## config.mk

```make
export PLATFORM = sky130hd
export DESIGN_NAME = ac_phase_angle_dimmer_unit
export DESIGN_NICKNAME = d
export VERILOG_FILES = /design/src/rtl/acpd_pkg.sv /design/src/rtl/acpd_cfg_regs.sv /design/src/rtl/acpd_core.sv /design/src/rtl/ac_phase_angle_dimmer_unit.sv
export SDC_FILE = /design/constraint.sdc
export NUM_CORES = 1
export LEC_CHECK = 0
export ABC_AREA = 1
export BUFFER_PORTS_ARGS = -buffer_cell sky130_fd_sc_hd__clkbuf_2
export CELL_PAD_IN_SITES_DETAIL_PLACEMENT = 0
export CELL_PAD_IN_SITES_GLOBAL_PLACEMENT = 1
export CORE_MARGIN = 2
export CORE_UTILIZATION = 33
export DETAILED_ROUTE_END_ITERATION = 16
export PLACE_DENSITY_LB_ADDON = 0.1
export SLEW_MARGIN = 20
export SYNTH_ARGS = -nofsm -noshare
export SYNTH_HDL_FRONTEND = slang
export SYNTH_SLANG_ARGS = --single-unit
```

## constraint.sdc

```tcl
create_clock -name clk_i -period 9.6 [get_ports clk_i]
set_clock_uncertainty 0.1 [all_clocks]
set_input_delay 0.48 -clock clk_i [delete_from_list [all_inputs] [get_ports clk_i]]
set_output_delay 0.48 -clock clk_i [all_outputs]
set_load 0.01 [all_outputs]
```

## src/rtl/acpd_pkg.sv

```systemverilog
// Package for the AC phase-angle dimmer: register codes, reset values and the
// configuration struct shared by the register bank and the timing core.
// No dependencies.
`default_nettype none

package acpd_pkg;

  localparam int unsigned CounterWidthDefault = 16;

  // reset values of the configuration registers
  localparam logic [15:0] LockoutReset  = 16'd1125;
  localparam logic [15:0] MinDelayReset = 16'd330;
  localparam logic [7:0]  StepReset     = 8'd9;

  // dim level that fires the gate right at the crossing
  localparam logic [6:0]  FullLevel     = 7'd100;

  // step (8b) * (100 - level) (7b) + offset (16b) needs 17 bits
  localparam int unsigned DelayCalcWidth = 17;

  localparam int unsigned CfgIndexWidth = 3;
  localparam int unsigned CfgDataWidth  = 16;

  typedef enum logic [CfgIndexWidth-1:0] {
    REG_ENABLE    = 3'd0,
    REG_DIM_LEVEL = 3'd1,
    REG_LOCKOUT   = 3'd2,
    REG_MIN_DELAY = 3'd3,
    REG_STEP      = 3'd4
  } acpd_reg_e;

  typedef struct packed {
    logic        enable;
    logic [6:0]  dim_level;
    logic [15:0] lockout_ticks;
    logic [15:0] min_delay_ticks;
    logic [7:0]  delay_step_ticks;
  } acpd_cfg_t;

endpackage

`default_nettype wire

```

## src/rtl/acpd_cfg_regs.sv

```systemverilog
// Configuration register bank of the dimmer.
// Depends on acpd_pkg (register codes, reset values, acpd_cfg_t).
`default_nettype none

module acpd_cfg_regs import acpd_pkg::*; (
  input  wire logic                     clk_i,
  input  wire logic                     rst_ni,
  input  wire logic                     wr_en_i,
  input  wire logic [CfgIndexWidth-1:0] wr_index_i,
  input  wire logic [CfgDataWidth-1:0]  wr_data_i,
  output acpd_cfg_t                     cfg_o
);

  acpd_cfg_t cfg_q, cfg_d;

  always_comb begin
    cfg_d = cfg_q;
    if (wr_en_i) begin
      case (wr_index_i)
        REG_ENABLE:    cfg_d.enable           = wr_data_i[0];
        REG_DIM_LEVEL: cfg_d.dim_level        = wr_data_i[6:0];
        REG_LOCKOUT:   cfg_d.lockout_ticks    = wr_data_i;
        REG_MIN_DELAY: cfg_d.min_delay_ticks  = wr_data_i;
        REG_STEP:      cfg_d.delay_step_ticks = wr_data_i[7:0];
        default:       cfg_d = cfg_q; // unknown index: dropped
      endcase
    end
  end

  always_ff @(posedge clk_i or negedge rst_ni) begin
    if (!rst_ni) begin
      cfg_q.enable           <= 1'b0;
      cfg_q.dim_level        <= 7'd0;
      cfg_q.lockout_ticks    <= LockoutReset;
      cfg_q.min_delay_ticks  <= MinDelayReset;
      cfg_q.delay_step_ticks <= StepReset;
    end else begin
      cfg_q <= cfg_d;
    end
  end

  assign cfg_o = cfg_q;

endmodule

`default_nettype wire

```

## src/rtl/acpd_core.sv

```systemverilog
// Per-tick timing core: edge detect, lockout, firing delay and gate state.
// Depends on acpd_pkg (acpd_cfg_t, FullLevel, DelayCalcWidth).
`default_nettype none

module acpd_core import acpd_pkg::*; #(
  parameter int unsigned COUNTER_WIDTH = CounterWidthDefault
) (
  input  wire logic      clk_i,
  input  wire logic      rst_ni,
  input  wire logic      step_i,      // one tick processed this cycle
  input  wire logic      level_i,
  input  wire acpd_cfg_t cfg_i,
  output logic           triac_on_o,  // gate level after this tick
  output logic           crossing_o
);

  localparam int unsigned CW = COUNTER_WIDTH;
  localparam int unsigned LW = (CW > 16) ? CW : 16;
  localparam int unsigned SW = (CW > DelayCalcWidth) ? CW : DelayCalcWidth;

  logic          last_level_q, last_level_d;
  logic [CW-1:0] since_q, since_d;
  logic [CW-1:0] count_q, count_d;
  logic [CW-1:0] target_q, target_d;
  logic          armed_q, armed_d;
  logic          gate_q, gate_d;

  logic [CW-1:0] elapsed, count_inc, target_calc;
  logic [6:0]    level_gap;
  logic [14:0]   product;
  logic [SW-1:0] delay_wide;
  logic          accepted;

  assign elapsed   = (since_q == {CW{1'b1}}) ? since_q : since_q + CW'(1);
  assign count_inc = (count_q == {CW{1'b1}}) ? count_q : count_q + CW'(1);
  assign accepted  = level_i && !last_level_q && (LW'(elapsed) > LW'(cfg_i.lockout_ticks));

  // firing delay, clamped to the counter range
  assign level_gap   = FullLevel - cfg_i.dim_level;
  assign product     = 15'(cfg_i.delay_step_ticks) * 15'(level_gap);
  assign delay_wide  = SW'(DelayCalcWidth'(product) + DelayCalcWidth'(cfg_i.min_delay_ticks));
  assign target_calc = (delay_wide > SW'({CW{1'b1}})) ? {CW{1'b1}} : CW'(delay_wide);

  always_comb begin
    last_level_d = last_level_q;
    since_d      = since_q;
    count_d      = count_q;
    target_d     = target_q;
    armed_d      = armed_q;
    gate_d       = gate_q;
    if (step_i) begin
      last_level_d = level_i;
      if (accepted) begin
        since_d = '0;
        gate_d  = 1'b0;
        armed_d = 1'b0;
        if (cfg_i.enable && (cfg_i.dim_level != 7'd0)) begin
          if (cfg_i.dim_level >= FullLevel) begin
            gate_d = 1'b1;
          end else begin
            target_d = target_calc;
            count_d  = '0;
            armed_d  = 1'b1;
          end
        end
      end else begin
        since_d = elapsed;
        if (armed_q) begin
          count_d = count_inc;
          if (count_inc >= target_q) begin
            gate_d  = 1'b1;
            armed_d = 1'b0;
          end
        end
      end
    end
  end

  always_ff @(posedge clk_i or negedge rst_ni) begin
    if (!rst_ni) begin
      last_level_q <= 1'b0;
      since_q      <= '0;
      count_q      <= '0;
      target_q     <= '0;
      armed_q      <= 1'b0;
      gate_q       <= 1'b0;
    end else begin
      last_level_q <= last_level_d;
      since_q      <= since_d;
      count_q      <= count_d;
      target_q     <= target_d;
      armed_q      <= armed_d;
      gate_q       <= gate_d;
    end
  end

  assign triac_on_o = gate_d;
  assign crossing_o = step_i && accepted;

`ifndef SYNTHESIS
  // a pending delay always has the gate off
  a_armed_gate_off: assert property (@(posedge clk_i) disable iff (!rst_ni)
    !(armed_q && gate_q))
    else $error("delay armed while gate is on");

  // an accepted crossing restarts the elapsed counter
  a_crossing_restarts: assert property (@(posedge clk_i) disable iff (!rst_ni)
    crossing_o |=> (since_q == '0))
    else $error("elapsed counter not cleared by crossing");

  // state only moves on a processed tick
  a_idle_hold: assert property (@(posedge clk_i) disable iff (!rst_ni)
    !step_i |=> ($stable(since_q) && $stable(gate_q) && $stable(armed_q)))
    else $error("state changed without a tick");
`endif

endmodule

`default_nettype wire

```

## src/rtl/ac_phase_angle_dimmer_unit.sv

```systemverilog
// Top level of the AC phase-angle dimmer: stream handshakes, input and result
// registers. Depends on acpd_pkg, acpd_cfg_regs and acpd_core.
//
//  channel   | dir | tdata / payload                      | handshake
//  ----------+-----+--------------------------------------+---------------------------
//  s_axis    | in  | [0] zero_cross_level, [7:1] zero     | s_axis_tvalid/tready
//  m_axis    | out | [0] triac_on, [1] crossing_accepted  | m_axis_tvalid/tready
//  cfg       | in  | cfg_index_i (reg 0..4), cfg_data_i   | cfg_valid_i/cfg_ready_o
//
// One item per clock sustained while m_axis_tready stays high; an item passes the
// input register, then the timing core feeding the result register. The core is
// a single pass: edge check, one 8x7 multiply-add for the delay, saturating counters.
// Reset (rst_ni, async low) clears the valid flags and the core state and loads
// the register defaults. A stalled result holds the pipe; the input side keeps
// taking an item while its register is empty. cfg is always ready.
`default_nettype none

module ac_phase_angle_dimmer_unit import acpd_pkg::*; #(
  parameter int unsigned COUNTER_WIDTH = CounterWidthDefault
) (
  input  wire logic                     clk_i,
  input  wire logic                     rst_ni,
  // input items
  input  wire logic                     s_axis_tvalid,
  output logic                          s_axis_tready,
  input  wire logic [7:0]               s_axis_tdata,   // [0] zero_cross_level
  // result items
  output logic                          m_axis_tvalid,
  input  wire logic                     m_axis_tready,
  output logic [7:0]                    m_axis_tdata,   // [0] triac_on, [1] crossing_accepted
  // configuration writes
  input  wire logic                     cfg_valid_i,
  output logic                          cfg_ready_o,
  input  wire logic [CfgIndexWidth-1:0] cfg_index_i,
  input  wire logic [CfgDataWidth-1:0]  cfg_data_i
);

  acpd_cfg_t cfg;

  logic in_valid_q, in_valid_d;
  logic in_level_q, in_level_d;
  logic out_valid_q, out_valid_d;
  logic [1:0] out_data_q, out_data_d;
  logic advance, step;
  logic triac_on, crossing;

  assign cfg_ready_o = 1'b1;

  acpd_cfg_regs u_cfg (
    .clk_i      (clk_i),
    .rst_ni     (rst_ni),
    .wr_en_i    (cfg_valid_i),
    .wr_index_i (cfg_index_i),
    .wr_data_i  (cfg_data_i),
    .cfg_o      (cfg)
  );

  // result register free or draining this cycle
  assign advance       = !out_valid_q || m_axis_tready;
  assign step          = in_valid_q && advance;
  assign s_axis_tready = advance || !in_valid_q;

  acpd_core #(
    .COUNTER_WIDTH (COUNTER_WIDTH)
  ) u_core (
    .clk_i      (clk_i),
    .rst_ni     (rst_ni),
    .step_i     (step),
    .level_i    (in_level_q),
    .cfg_i      (cfg),
    .triac_on_o (triac_on),
    .crossing_o (crossing)
  );

  always_comb begin
    in_valid_d  = in_valid_q;
    in_level_d  = in_level_q;
    out_valid_d = out_valid_q;
    out_data_d  = out_data_q;
    if (s_axis_tready) begin
      in_valid_d = s_axis_tvalid;
      in_level_d = s_axis_tdata[0];
    end
    if (advance) begin
      out_valid_d = in_valid_q;
      if (step) begin
        out_data_d = {crossing, triac_on};
      end
    end
  end

  always_ff @(posedge clk_i or negedge rst_ni) begin
    if (!rst_ni) begin
      in_valid_q  <= 1'b0;
      out_valid_q <= 1'b0;
    end else begin
      in_valid_q  <= in_valid_d;
      out_valid_q <= out_valid_d;
    end
  end

  // payload only
  always_ff @(posedge clk_i) begin
    in_level_q <= in_level_d;
    out_data_q <= out_data_d;
  end

  assign m_axis_tvalid = out_valid_q;
  assign m_axis_tdata  = {6'd0, out_data_q};

endmodule

`default_nettype wire
```

==> summary.md, run 1 <==
| Metric | Value |
|---|---|
| Setup TNS | `0 ns` |
| Diode count | `0` |
| DIE WIDTH | `162 um` |
| Input/output buffers | `28` |
| Max stage delay on crit path | `0.54 ns` |
| Final worst slack | `3.72 ns` |
| Status | `complete, no violations` |
| Cells after Synth | `1098` |
| Most used cell, CP | `nand2_1` |
| CTS Sinks | `104` |
| Clock slew at reported path FFs | `0.08 ns` |
| R2R cell count | `25` |
| Vias in the first global route | `6601` |
| DRC errors left | `0` |
| GRT overflow | `0` |
| WP data required | `9.74 ns` |
| CTS tree | `yes` |
| Crit path launch type | `flip-flop` |
| DRT Wirelength | `20200 um` |
| Largest net degree at the start of global routing | `63` |
| Hold Fails Final Rpt | `0` |
| I/O pin count | `43` |
| Synth Warn # | `0` |
| Via count | `6499` |
| Routed wire per std cell | `13.9 um` |
| Initial antenna violation count | `0` |
| TritonCTS buffer count | `9` |
| Fill cells | `2738` |
| Post-layout min period | `5.88 ns` |
| Final period utilization | `0.613` |
| Dpl cell area | `0.00872 mm^2` |
| Max-cap violation count | `0` |
| Most frequent cells in the layout | `315 x nand2_1, 221 x inv_1, 90 x dfrtp_1, 84 x o21ai_0, 74 x ha_1` |
| FF/Latch Area | `0.00263 mm^2` |
| Gr usage total | `0.164` |
| Static leakage | `0.00500 uW` |
| Max clock buf depth | `2` |
| Post-CTS sizing | `0` |
| Power consumption | `2700 uW` |
| CP max stage cell | `dfrtp_1` |
| Post-CTS setup buffer count | `0` |
| Synth Register Bits | `104` |
| Highest clock rate | `0.170 GHz` |
| Ratio of cells with drive above 1 in the final layout | `0.0775` |
| Unrepaired setup endpoints after global routing | `no` |
| Setup crit end kind | `flip-flop` |
| Hold WC Path Type | `primary input to asynchronous set/reset pin` |
| Rel. slew slack | `0.447` |
| Power Density | `298 mW/mm^2` |
| Worst Path Max Fanout | `11` |
| Hold buffers post-CTS | `0` |
| Die area | `0.0264 mm^2` |
| Multi-input logic area | `0.00469 mm^2` |
| Crit path kind | `flip-flop to flip-flop` |
| Pre-CTS setup slack | `3.63 ns` |
| Final Max Tran Viols | `0` |
| Reg-to-Reg Start | `u_cfg.cfg_o[40]$_DFFE_PN0P_` |
| Die height | `162 um` |
| Hpwl dp | `16100 um` |
| RePlAce Congestion | `0.775` |
| Area grow syn2layout | `9.27%` |
| Sequential share of the synthesized area | `0.317` |
| Global-route wire length before repair | `34100 um` |
| Cell variety after synth | `45` |
| DR iter-0 viols | `281` |
| Arr. time, crit path | `6.02 ns` |
| Setup violators final | `0` |
| Starting Density | `0.333` |
| Final Util | `0.364` |
| Pre-antenna DRT Iters | `4` |
| Worst vdd ir | `0.156 mV` |
| Syn Area/Cell | `7.55 um^2` |
| Via density | `4.47` |
| Worst slew pin tran | `0.830 ns` |
| Most common cell after layout, fill and taps aside | `nand2_1` |
| Clock Latency Late Sink | `0.37 ns` |
| Core area | `0.0249 mm^2` |
| Final instance area | `0.00906 mm^2` |
| # rows | `58` |
| Post-synth design cell area | `0.00829 mm^2` |
| Nets | `1266` |
| Setup slack, reg-to-reg | `3.72 ns` |
| H-tree depth | `3` |
| Worst r2r dst | `u_core.target_q[0]$_DFFE_PN0P_` |
| DRT antenna net count | `0` |
| Clk root buf | `clkbuf_16` |
[kinds of logic after synthesis]
group                    after synthesis  share of synthesized area
buffers and inverters                249                      0.120
adder cells (fa/ha/maj)              116                      0.213
AO/OA/AOI/OAI                        133                     0.0863
AND/OR/NAND/NOR                      468                      0.235
XOR/XNOR                              26                     0.0275
other                                  2                   0.000906
flip-flops                           104                      0.317
[layer usage]
metal  routed length (um)  vias to the layer above  track usage
li1                     -                     3404            -
met1                 9930                     3025        0.220
met2                 9590                       59        0.280
met3                  468                       11       0.0229
met4                  170                        0       0.0366
met5                    0                        -            0
[cell usage after synthesis, drive strengths merged]
| cell | number | area share |
|---|---|---|
| o21bai | 3 | 0.0027 |
| ha | 74 | 0.11 |
| fa | 42 | 0.10 |
| buf | 13 | 0.013 |
| a31oi | 3 | 0.0030 |
| clkbuf | 12 | 0.0054 |
| o211ai | 1 | 0.00091 |
| nor3 | 9 | 0.0054 |
| dfstp | 11 | 0.035 |
| nand3b | 2 | 0.0023 |
| conb | 2 | 0.00091 |
| o22ai | 2 | 0.0015 |
| a21oi | 29 | 0.018 |
| xnor2 | 6 | 0.0063 |
| nand2 | 321 | 0.15 |
| edfxtp | 3 | 0.011 |
| or2 | 6 | 0.0048 |
| a21o | 3 | 0.0027 |
| nor2 | 74 | 0.038 |
| nand3 | 45 | 0.028 |
| nor4 | 3 | 0.0023 |
| and3 | 2 | 0.0015 |
| nand4 | 6 | 0.0053 |
| o21a | 2 | 0.0018 |
| inv | 224 | 0.10 |
| dfrtp | 90 | 0.27 |
| o21ai | 90 | 0.055 |
| xor2 | 20 | 0.021 |
[metrics by stage]
step,instances,hold WS [ns]
floorplan,1103,0.0844
global placement,1437,0.364
detailed placement,1437,0.367
CTS,1453,0.0377
global route,1453,0.0640
finish,1453,0.0168
[sequential cells by signal, indices dropped and copies added, names as in the netlist]
register / count
u_core.target_q: 16
u_core.last_level_q: 1
out_data_q: 2
u_core.gate_q: 1
u_core.count_q: 16
in_level_q: 1
u_core.since_q: 16
u_cfg.cfg_o: 48
in_valid_q: 1
u_core.armed_q: 1
m_axis_tvalid: 1
[power by group]
| part | leakage, uW | internal (uW) | switching, uW |
|---|---|---|---|
| registers | 0.00131 | 548 | 80.9 |
| clock network | 0.000156 | 222 | 191 |
| logic | 0.00354 | 613 | 1050 |
| total | 0.00500 | 1380 | 1320 |
[final cells by class]
type / count / area share
tap: 330 / 0.0456
sequential: 104 / 0.291
multi-input combinational: 750 / 0.518
inverter: 224 / 0.0931
clock buffer: 10 / 0.0276
timing repair buffer: 29 / 0.0166
clock inverter: 6 / 0.00829
[worst max-delay path: cells and delay by family (launching register included)]
family / cells / cell delay [ns]
and+or+nand+nor: 9 / 1.02
xor gates and xnor gates: 1 / 0.35
buffers and inverters: 5 / 0.48
DFF: 1 / 0.54
adders and majority gates: 6 / 2.56
AOI/OAI and AO/OA: 4 / 0.71
[how the worst max path moves through the flow]
stage	start	endpoint	slack (ns)	cells after the start
after floorplan	u_cfg.cfg_o[40]$_DFFE_PN0P_	u_core.target_q[11]$_DFFE_PN0P_	4.41	27
after detailed placement	u_cfg.cfg_o[40]$_DFFE_PN0P_	u_core.target_q[0]$_DFFE_PN0P_	3.63	25
after global routing	u_cfg.cfg_o[40]$_DFFE_PN0P_	u_core.target_q[1]$_DFFE_PN0P_	3.17	25
after CTS	u_cfg.cfg_o[40]$_DFFE_PN0P_	u_core.target_q[0]$_DFFE_PN0P_	3.60	25
final	u_cfg.cfg_o[40]$_DFFE_PN0P_	u_core.target_q[0]$_DFFE_PN0P_	3.72	25
after global placement	u_cfg.cfg_o[40]$_DFFE_PN0P_	u_core.target_q[0]$_DFFE_PN0P_	3.66	25
(Power assumes the default switching activity.)
==> run 2: changes to the inputs <==
Settings changed: ABC_AREA 1 to 0.
Clock period 9.6 ns to 5.1 ns, I/O delays scaled along.
==> run 2 against run 1 <==
Against the previous run: non-clock buffer count grew 66; via count fell by 6.0%; the run now ends with negative setup slack left; register-to-register slack got worse by 3.7 ns; sequential cell count is the same; worst hold slack gained 0.0093 ns; critical path depth shrank 3; core utilization is 3.6 points higher; area after synthesis down 1.5%; global-route usage grew 0.19 points.
==> summary.md, run 2 <==
| Metric | Value |
|---|---|
| Fill cells | `2483` |
| Die area | `0.0260 mm^2` |
| Final worst slack | `-0.00424 ns` |
| Ratio of cells with drive above 1 in the final layout | `0.245` |
| Setup crit end kind | `flip-flop` |
| Via density | `4.74` |
| Top-area cell type share of the netlist area | `0.276` |
| Setup slack, reg-to-reg | `-0.004 ns` |
| Vias in the first global route | `6326` |
| Syn Area/Cell | `9.34 um^2` |
| Crit path launch type | `flip-flop` |
| Synth Area in Compound Gates | `0.137` |
| Worst path depth | `22` |
| Mux cell area share after synthesis | `0.0500` |
| Setup crit end | `u_core.target_q[12]$_DFFE_PN0P_` |
| Max-cap violation count | `0` |
| Initial antenna violation count | `0` |
| Clock Latency Late Sink | `0.35 ns` |
| Crit path kind | `flip-flop to flip-flop` |
| Largest register FFs | `48` |
| CTS Sinks | `104` |
| TritonCTS buffer count | `9` |
| Status | `complete, but fails checks` |
| Cells taking the most area after synthesis | `dfrtp_1 28%, ha_1 11%, fa_1 10%, inv_1 5.8%, mux2_2 4.7%` |
| Worst path cell trace | `inv_2 > ha_4 > buf_4 > xor2_1 > buf_4 > buf_4 > nand2_1 > fa_1 > fa_1 > inv_1 > fa_1 > inv_2 > fa_1 > inv_2 > ha_4 > o21a_1 > o31a_1 > o2111ai_4 > a21oi_2 > a311oi_4 > nand2_2 > o22a_1` |
| Setup violators final | `4` |
| Setup TNS | `-0.0117 ns` |
| Most frequent cells in the layout | `115 x inv_1, 89 x dfrtp_1, 68 x nand2_1, 65 x ha_1, 62 x buf_4` |
| DIE WIDTH | `161 um` |
| Synth Register Bits | `104` |
| Cell variety after synth | `68` |
| RePlAce Congestion | `0.734` |
| Largest net degree at the start of global routing | `56` |
| WP data required | `5.24 ns` |
| GRT overflow | `0` |
| Hold_sp | `cfg_data_i[14]` |
| H-tree depth | `3` |
| Nets | `1108` |
| Synth Warn # | `0` |
| Worst r2r dst | `u_core.target_q[12]$_DFFE_PN0P_` |
| Hpwl dp | `15700 um` |
| Top_reg_cell synth | `dfrtp_1` |
| Reg-to-Reg Start | `u_cfg.cfg_o[41]$_DFFE_PN0P_` |
| Post-layout min period | `5.10 ns` |
| CTS tree | `yes` |
| Finished Layout Cells | `1289` |
| Most common cell after layout, fill and taps aside | `inv_1` |
| Final Max Tran Viols | `0` |
| Post-synthesis xor/xnor area fraction | `0.0311` |
| Unrepaired setup endpoints after global routing | `yes` |
| Highest clock rate | `0.196 GHz` |
| Synth Area in Adders | `0.216` |
| Post-synth ARST share | `0.971` |
| Worst slew pin tran | `0.959 ns` |
| Global-route wire length before repair | `33800 um` |
| Cell family with most CP delay | `adder cells` |
| Largest family of logic cells by synthesized area | `adder cells` |
| Clk root buf | `clkbuf_16` |
| Most common cell in the netlist | `inv_1` |
| Starting Density | `0.336` |
| Largest area contributor in the netlist | `dfrtp_1` |
| DR iter-0 viols | `252` |
| DRT Wirelength | `20200 um` |
| CP max stage cell | `fa_1` |
| Sequential share of the synthesized area | `0.322` |
| Arr. time, crit path | `5.24 ns` |
| Hold WC Path Type | `primary input to flip-flop` |
| Most used cell, CP | `fa_1` |
| Failing checks | `negative setup slack` |
| DRT antenna net count | `0` |
| Core area | `0.0243 mm^2` |
| Worst Path Max Fanout | `6` |
| Routed wire per std cell | `15.7 um` |
| Via count | `6111` |
| Rel. slew slack | `0.359` |
| Number of buffer and inverter stages on the critical path | `7` |
| Simple-Gate Fraction of Synth Area | `0.165` |
| Diode count | `0` |
| I/O pin count | `43` |
| Hold Fails Final Rpt | `0` |
| Placed Instances | `1262` |
| Die height | `161 um` |
| # rows | `57` |
| Max clock buf depth | `2` |
| Gr usage total | `0.166` |
| Clock slew at reported path FFs | `0.08 ns` |
| Pre-CTS setup slack | `-0.176 ns` |
| Max stage delay on crit path | `0.51 ns` |
| Area grow syn2layout | `19.1%` |
| Critical Path Start | `u_cfg.cfg_o[41]$_DFFE_PN0P_` |
| Input/output buffers | `28` |
| Hold Crit Depth | `3` |
| Commonest cells post-synth | `126 x inv_1, 90 x dfrtp_1, 75 x nand2_1, 74 x ha_1, 59 x o21ai_0` |
| Final period utilization | `1.00` |
| Pre-antenna DRT Iters | `6` |
| Post-synth EDFFs | `3` |
| Cells after Synth | `874` |
| Post-synth design cell area | `0.00817 mm^2` |
| R2R cell count | `22` |
| DRC errors left | `0` |
==> run 2: cell types whose count changed after synthesis, sizes merged, moves of 26 or more <==
cell,before,now
inv,224,126
nand3,45,19
nor2,74,46
and2,0,46
nand2,321,77
mux2,0,35
o21ai,90,59
==> run 2: stage by stage <==
step / hold WS, ns / area [um^2] / util
2_1_floorplan: -0.141 / 8310 / -
3_3_place_gp: 0.285 / 9120 / 0.375
3_5_place_dp: 0.280 / 9120 / 0.375
4_1_cts: 0.0208 / 9660 / 0.397
5_1_grt: 0.0393 / 9720 / 0.400
6_report: 0.0261 / 9720 / 0.400
==> run 2: worst reg2reg max path, stage by stage (launching register included) <==
cell and delay (ns):
dfrtp_1 0.39, inv_2 0.08, ha_4 0.15, buf_4 0.11, xor2_1 0.14, buf_4 0.17
buf_4 0.12, nand2_1 0.06, fa_1 0.49, fa_1 0.49, inv_1 0.05, fa_1 0.49
inv_2 0.04, fa_1 0.51, inv_2 0.05, ha_4 0.20, o21a_1 0.09, o31a_1 0.15
o2111ai_4 0.25, a21oi_2 0.10, a311oi_4 0.37, nand2_2 0.17, o22a_1 0.22
==> run 2: cells by family after synthesis <==
group,Yosys count
AND/OR/NAND/NOR,259
flip-flops,104
multiplexers,36
XOR/XNOR,29
buffers and inverters,152
AO/OA/AOI/OAI,176
other,2
adder cells (fa/ha/maj),116
==> run 2: worst min path at each step <==
stage	endpoint	slack, ns
2_1_floorplan	in_valid_q$_DFFE_PN0P_	-0.14
3_3_place_gp	u_core.target_q[6]$_DFFE_PN0P_	0.28
3_5_place_dp	u_core.target_q[6]$_DFFE_PN0P_	0.28
4_1_cts	u_cfg.cfg_o[37]$_DFFE_PN0P_	0.02
5_1_grt	u_cfg.cfg_o[37]$_DFFE_PN0P_	0.04
6_report	u_cfg.cfg_o[38]$_DFFE_PN0P_	0.03
==> run 2: timing repair <==
item	in CTS	in global routing
gates resized for setup	35	16
hold buffers	3	0
endpoints found under the setup margin	14	16
pin swaps	43	28
buffers inserted	7	1
hold endpoints to repair	55	0
cloned	1	0
==> run 2: layout make-up <==
type                       count  area (um^2)  share of cell area
clock buffer                   9          225              0.0232
clock inverter                 7         87.6             0.00901
inverter                     126          475              0.0489
multi-input combinational    624         5230               0.538
sequential                   104         2630               0.271
tap                          324          405              0.0417
timing repair buffer          95          664              0.0683
==> run 2: metal layers <==
layer / part of all wire / vias up / global-route usage
met5: 0 / - / 0
met4: 0.0088 / 0 / 0.0341
met3: 0.021 / 10 / 0.0211
met2: 0.45 / 49 / 0.263
met1: 0.52 / 2932 / 0.242
li1: - / 3120 / -
Power of run 2 is not shown: default switching activity piles up to over one toggle a cycle in this logic, so the estimate is an artifact.
==> run 3: changes to the inputs <==
Settings changed: SETUP_SLACK_MARGIN set to 0.3.
==> run 3 against run 2 <==
Against the previous run: critical endpoint is now u_core.target_q[1]$_DFFE_PN0P_; highest routed layer unchanged; first-iteration DRC count up 3.6%; fmax about the same; critical path depth down 2; die area unchanged; worst setup slack worse by 0.0017 ns; count of clock-buffer cells in the layout up 1; routed wire length down 1.7%; the run still ends with negative setup slack left; cell count down 0.54%; register-to-register slack about the same.
==> summary.md, run 3 (same netlist as run 2, synthesis figures left out) <==
| Metric | Value |
|---|---|
| CTS tree | `yes` |
| Gr usage total | `0.163` |
| Via count | `6099` |
| Final worst slack | `-0.00589 ns` |
| RePlAce Congestion | `0.767` |
| Max clock buf depth | `2` |
| Rel. slew slack | `0.427` |
| Final Util | `0.393` |
| Routed wire per std cell | `15.5 um` |
| DRT antenna net count | `0` |
| Hpwl dp | `15600 um` |
| Largest register FFs | `48` |
| Final Max Tran Viols | `0` |
| DIE WIDTH | `161 um` |
| TritonCTS buffer count | `9` |
| Worst slew pin tran | `0.857 ns` |
| Pre-antenna DRT Iters | `6` |
| CTS Sinks | `104` |
| Unrepaired setup endpoints after global routing | `yes` |
| DR iter-0 viols | `261` |
| Arr. time, crit path | `5.25 ns` |
| Finished Layout Cells | `1282` |
| Nets | `1100` |
| Max-cap violation count | `0` |
| Vias in the first global route | `6258` |
| Most frequent cells in the layout | `117 x inv_1, 89 x dfrtp_1, 73 x nand2_1, 67 x ha_1, 56 x o21ai_0` |
| Clock slew at reported path FFs | `0.08 ns` |
| Global-route wire length before repair | `33500 um` |
| Highest clock rate | `0.196 GHz` |
| Setup crit end kind | `flip-flop` |
| Setup violators final | `4` |
| Hold WC Path Type | `primary input to flip-flop` |
| Fill cells | `2506` |
| Final instance area | `0.00956 mm^2` |
| Hold Fails Final Rpt | `0` |
| Crit path launch type | `flip-flop` |
| DRT Wirelength | `19900 um` |
| Largest net degree at the start of global routing | `55` |
| Placed Instances | `1254` |
| Crit path kind | `flip-flop to flip-flop` |
| Dpl cell area | `0.00908 mm^2` |
| Post-layout min period | `5.11 ns` |
| Final period utilization | `1.00` |
| Worst r2r dst | `u_core.target_q[1]$_DFFE_PN0P_` |
| Core area | `0.0243 mm^2` |
| Hold_sp | `cfg_data_i[14]` |
| I/O pin count | `43` |
| Hold Crit Depth | `3` |
| Via density | `4.76` |
| Starting Density | `0.336` |
| Most common cell after layout, fill and taps aside | `inv_1` |
| Hold worst-path end | `u_cfg.cfg_o[38]$_DFFE_PN0P_` |
| Clock Latency Late Sink | `0.37 ns` |
| Ratio of cells with drive above 1 in the final layout | `0.225` |
| Clk root buf | `clkbuf_16` |
| Initial antenna violation count | `0` |
| Setup slack, reg-to-reg | `-0.006 ns` |
| Pre-CTS setup slack | `-0.129 ns` |
| H-tree depth | `3` |
| Failing checks | `negative setup slack` |
| # rows | `57` |
| Die area | `0.0260 mm^2` |
| Reg-to-Reg Start | `u_cfg.cfg_o[41]$_DFFE_PN0P_` |
| Worst Path Max Fanout | `6` |
| Area grow syn2layout | `17.1%` |
| Input/output buffers | `28` |
| Die height | `161 um` |
| Status | `complete, but fails checks` |
| WP data required | `5.24 ns` |
| R2R cell count | `20` |
| DRC errors left | `0` |
| GRT overflow | `0` |
[run 3: cell types whose count changed in the layout (fill, tap and decap cells not counted), sizes merged]
| cell | change |
|---|---|
| buf | -8 |
| inv | +3 |
| clkinv | -2 |
| bufinv | -1 |
| clkbuf | +1 |
| clkinvlp | -1 |
| diode | +1 |
[run 3: worst max path at each step]
stage / from / slack (ns) / cells after the start / endpoint
after CTS: u_cfg.cfg_o[40]$_DFFE_PN0P_ / 0.02 / 20 / u_core.target_q[1]$_DFFE_PN0P_
final: u_cfg.cfg_o[41]$_DFFE_PN0P_ / -0.006 / 20 / u_core.target_q[1]$_DFFE_PN0P_
after detailed placement: u_cfg.cfg_o[41]$_DFFE_PN0P_ / -0.13 / 20 / u_core.target_q[1]$_DFFE_PN0P_
after global routing: u_cfg.cfg_o[41]$_DFFE_PN0P_ / -0.22 / 21 / u_core.target_q[1]$_DFFE_PN0P_
after floorplan: u_cfg.cfg_o[40]$_DFFE_PN0P_ / 0.15 / 22 / u_core.target_q[5]$_DFFE_PN0P_
after global placement: u_cfg.cfg_o[41]$_DFFE_PN0P_ / -0.08 / 20 / u_core.target_q[1]$_DFFE_PN0P_
[run 3: timing repair]
| item | 4_1_cts | 5_1_grt |
|---|---|---|
| buffers inserted | 2 | 5 |
| hold buffers | 3 | 0 |
| hold endpoints to repair | 55 | 0 |
| gates cloned | 0 | 1 |
| pin swaps | 4 | 13 |
| setup endpoints to repair | 16 | 27 |
| gates resized for setup | 9 | 12 |
[run 3: cell type report]
cell class                      instances  area [um^2]  share of cell area
Sequential cell                       104         2630               0.275
Multi-Input combinational cell        624         5160               0.539
Clock inverter                          6         57.6             0.00602
Inverter                              126          475              0.0497
Clock buffer                           10          229              0.0240
Timing Repair Buffer                   87          601              0.0628
Antenna cell                            1         2.50            0.000262
Tap cell                              324          405              0.0424
[run 3: stage by stage]
step / hold WS (ns) / setup TNS, ns
floorplan: -0.141 / 0
global placement: 0.277 / -1.00
detailed placement: 0.282 / -1.59
CTS: 0.0231 / 0
global route: 0.0584 / -3.16
finish: 0.0329 / -0.0139
[run 3: metal layers]
layer / GRT usage / vias to the layer above / share of wire
li1: - / 3097 / -
met5: 0 / - / 0
met3: 0.0234 / 17 / 0.023
met1: 0.236 / 2918 / 0.51
met2: 0.261 / 67 / 0.46
met4: 0.0333 / 0 / 0.0096
[run 3: critical path, cell delays in order (launching register included)]
cell and delay [ns]:
dfrtp_1 0.41, inv_2 0.07, ha_4 0.18, o21ai_2 0.14
nand2_2 0.10, xor2_4 0.19, buf_6 0.14, and2_4 0.13
fa_1 0.52, fa_1 0.44, fa_1 0.52, inv_1 0.05
fa_1 0.51, inv_2 0.05, ha_4 0.26, o21ai_2 0.06
a21oi_2 0.20, o2111ai_4 0.17, a311oi_4 0.39, nand2_2 0.18
o22a_1 0.19
Power of run 3 is left out for the same reason.
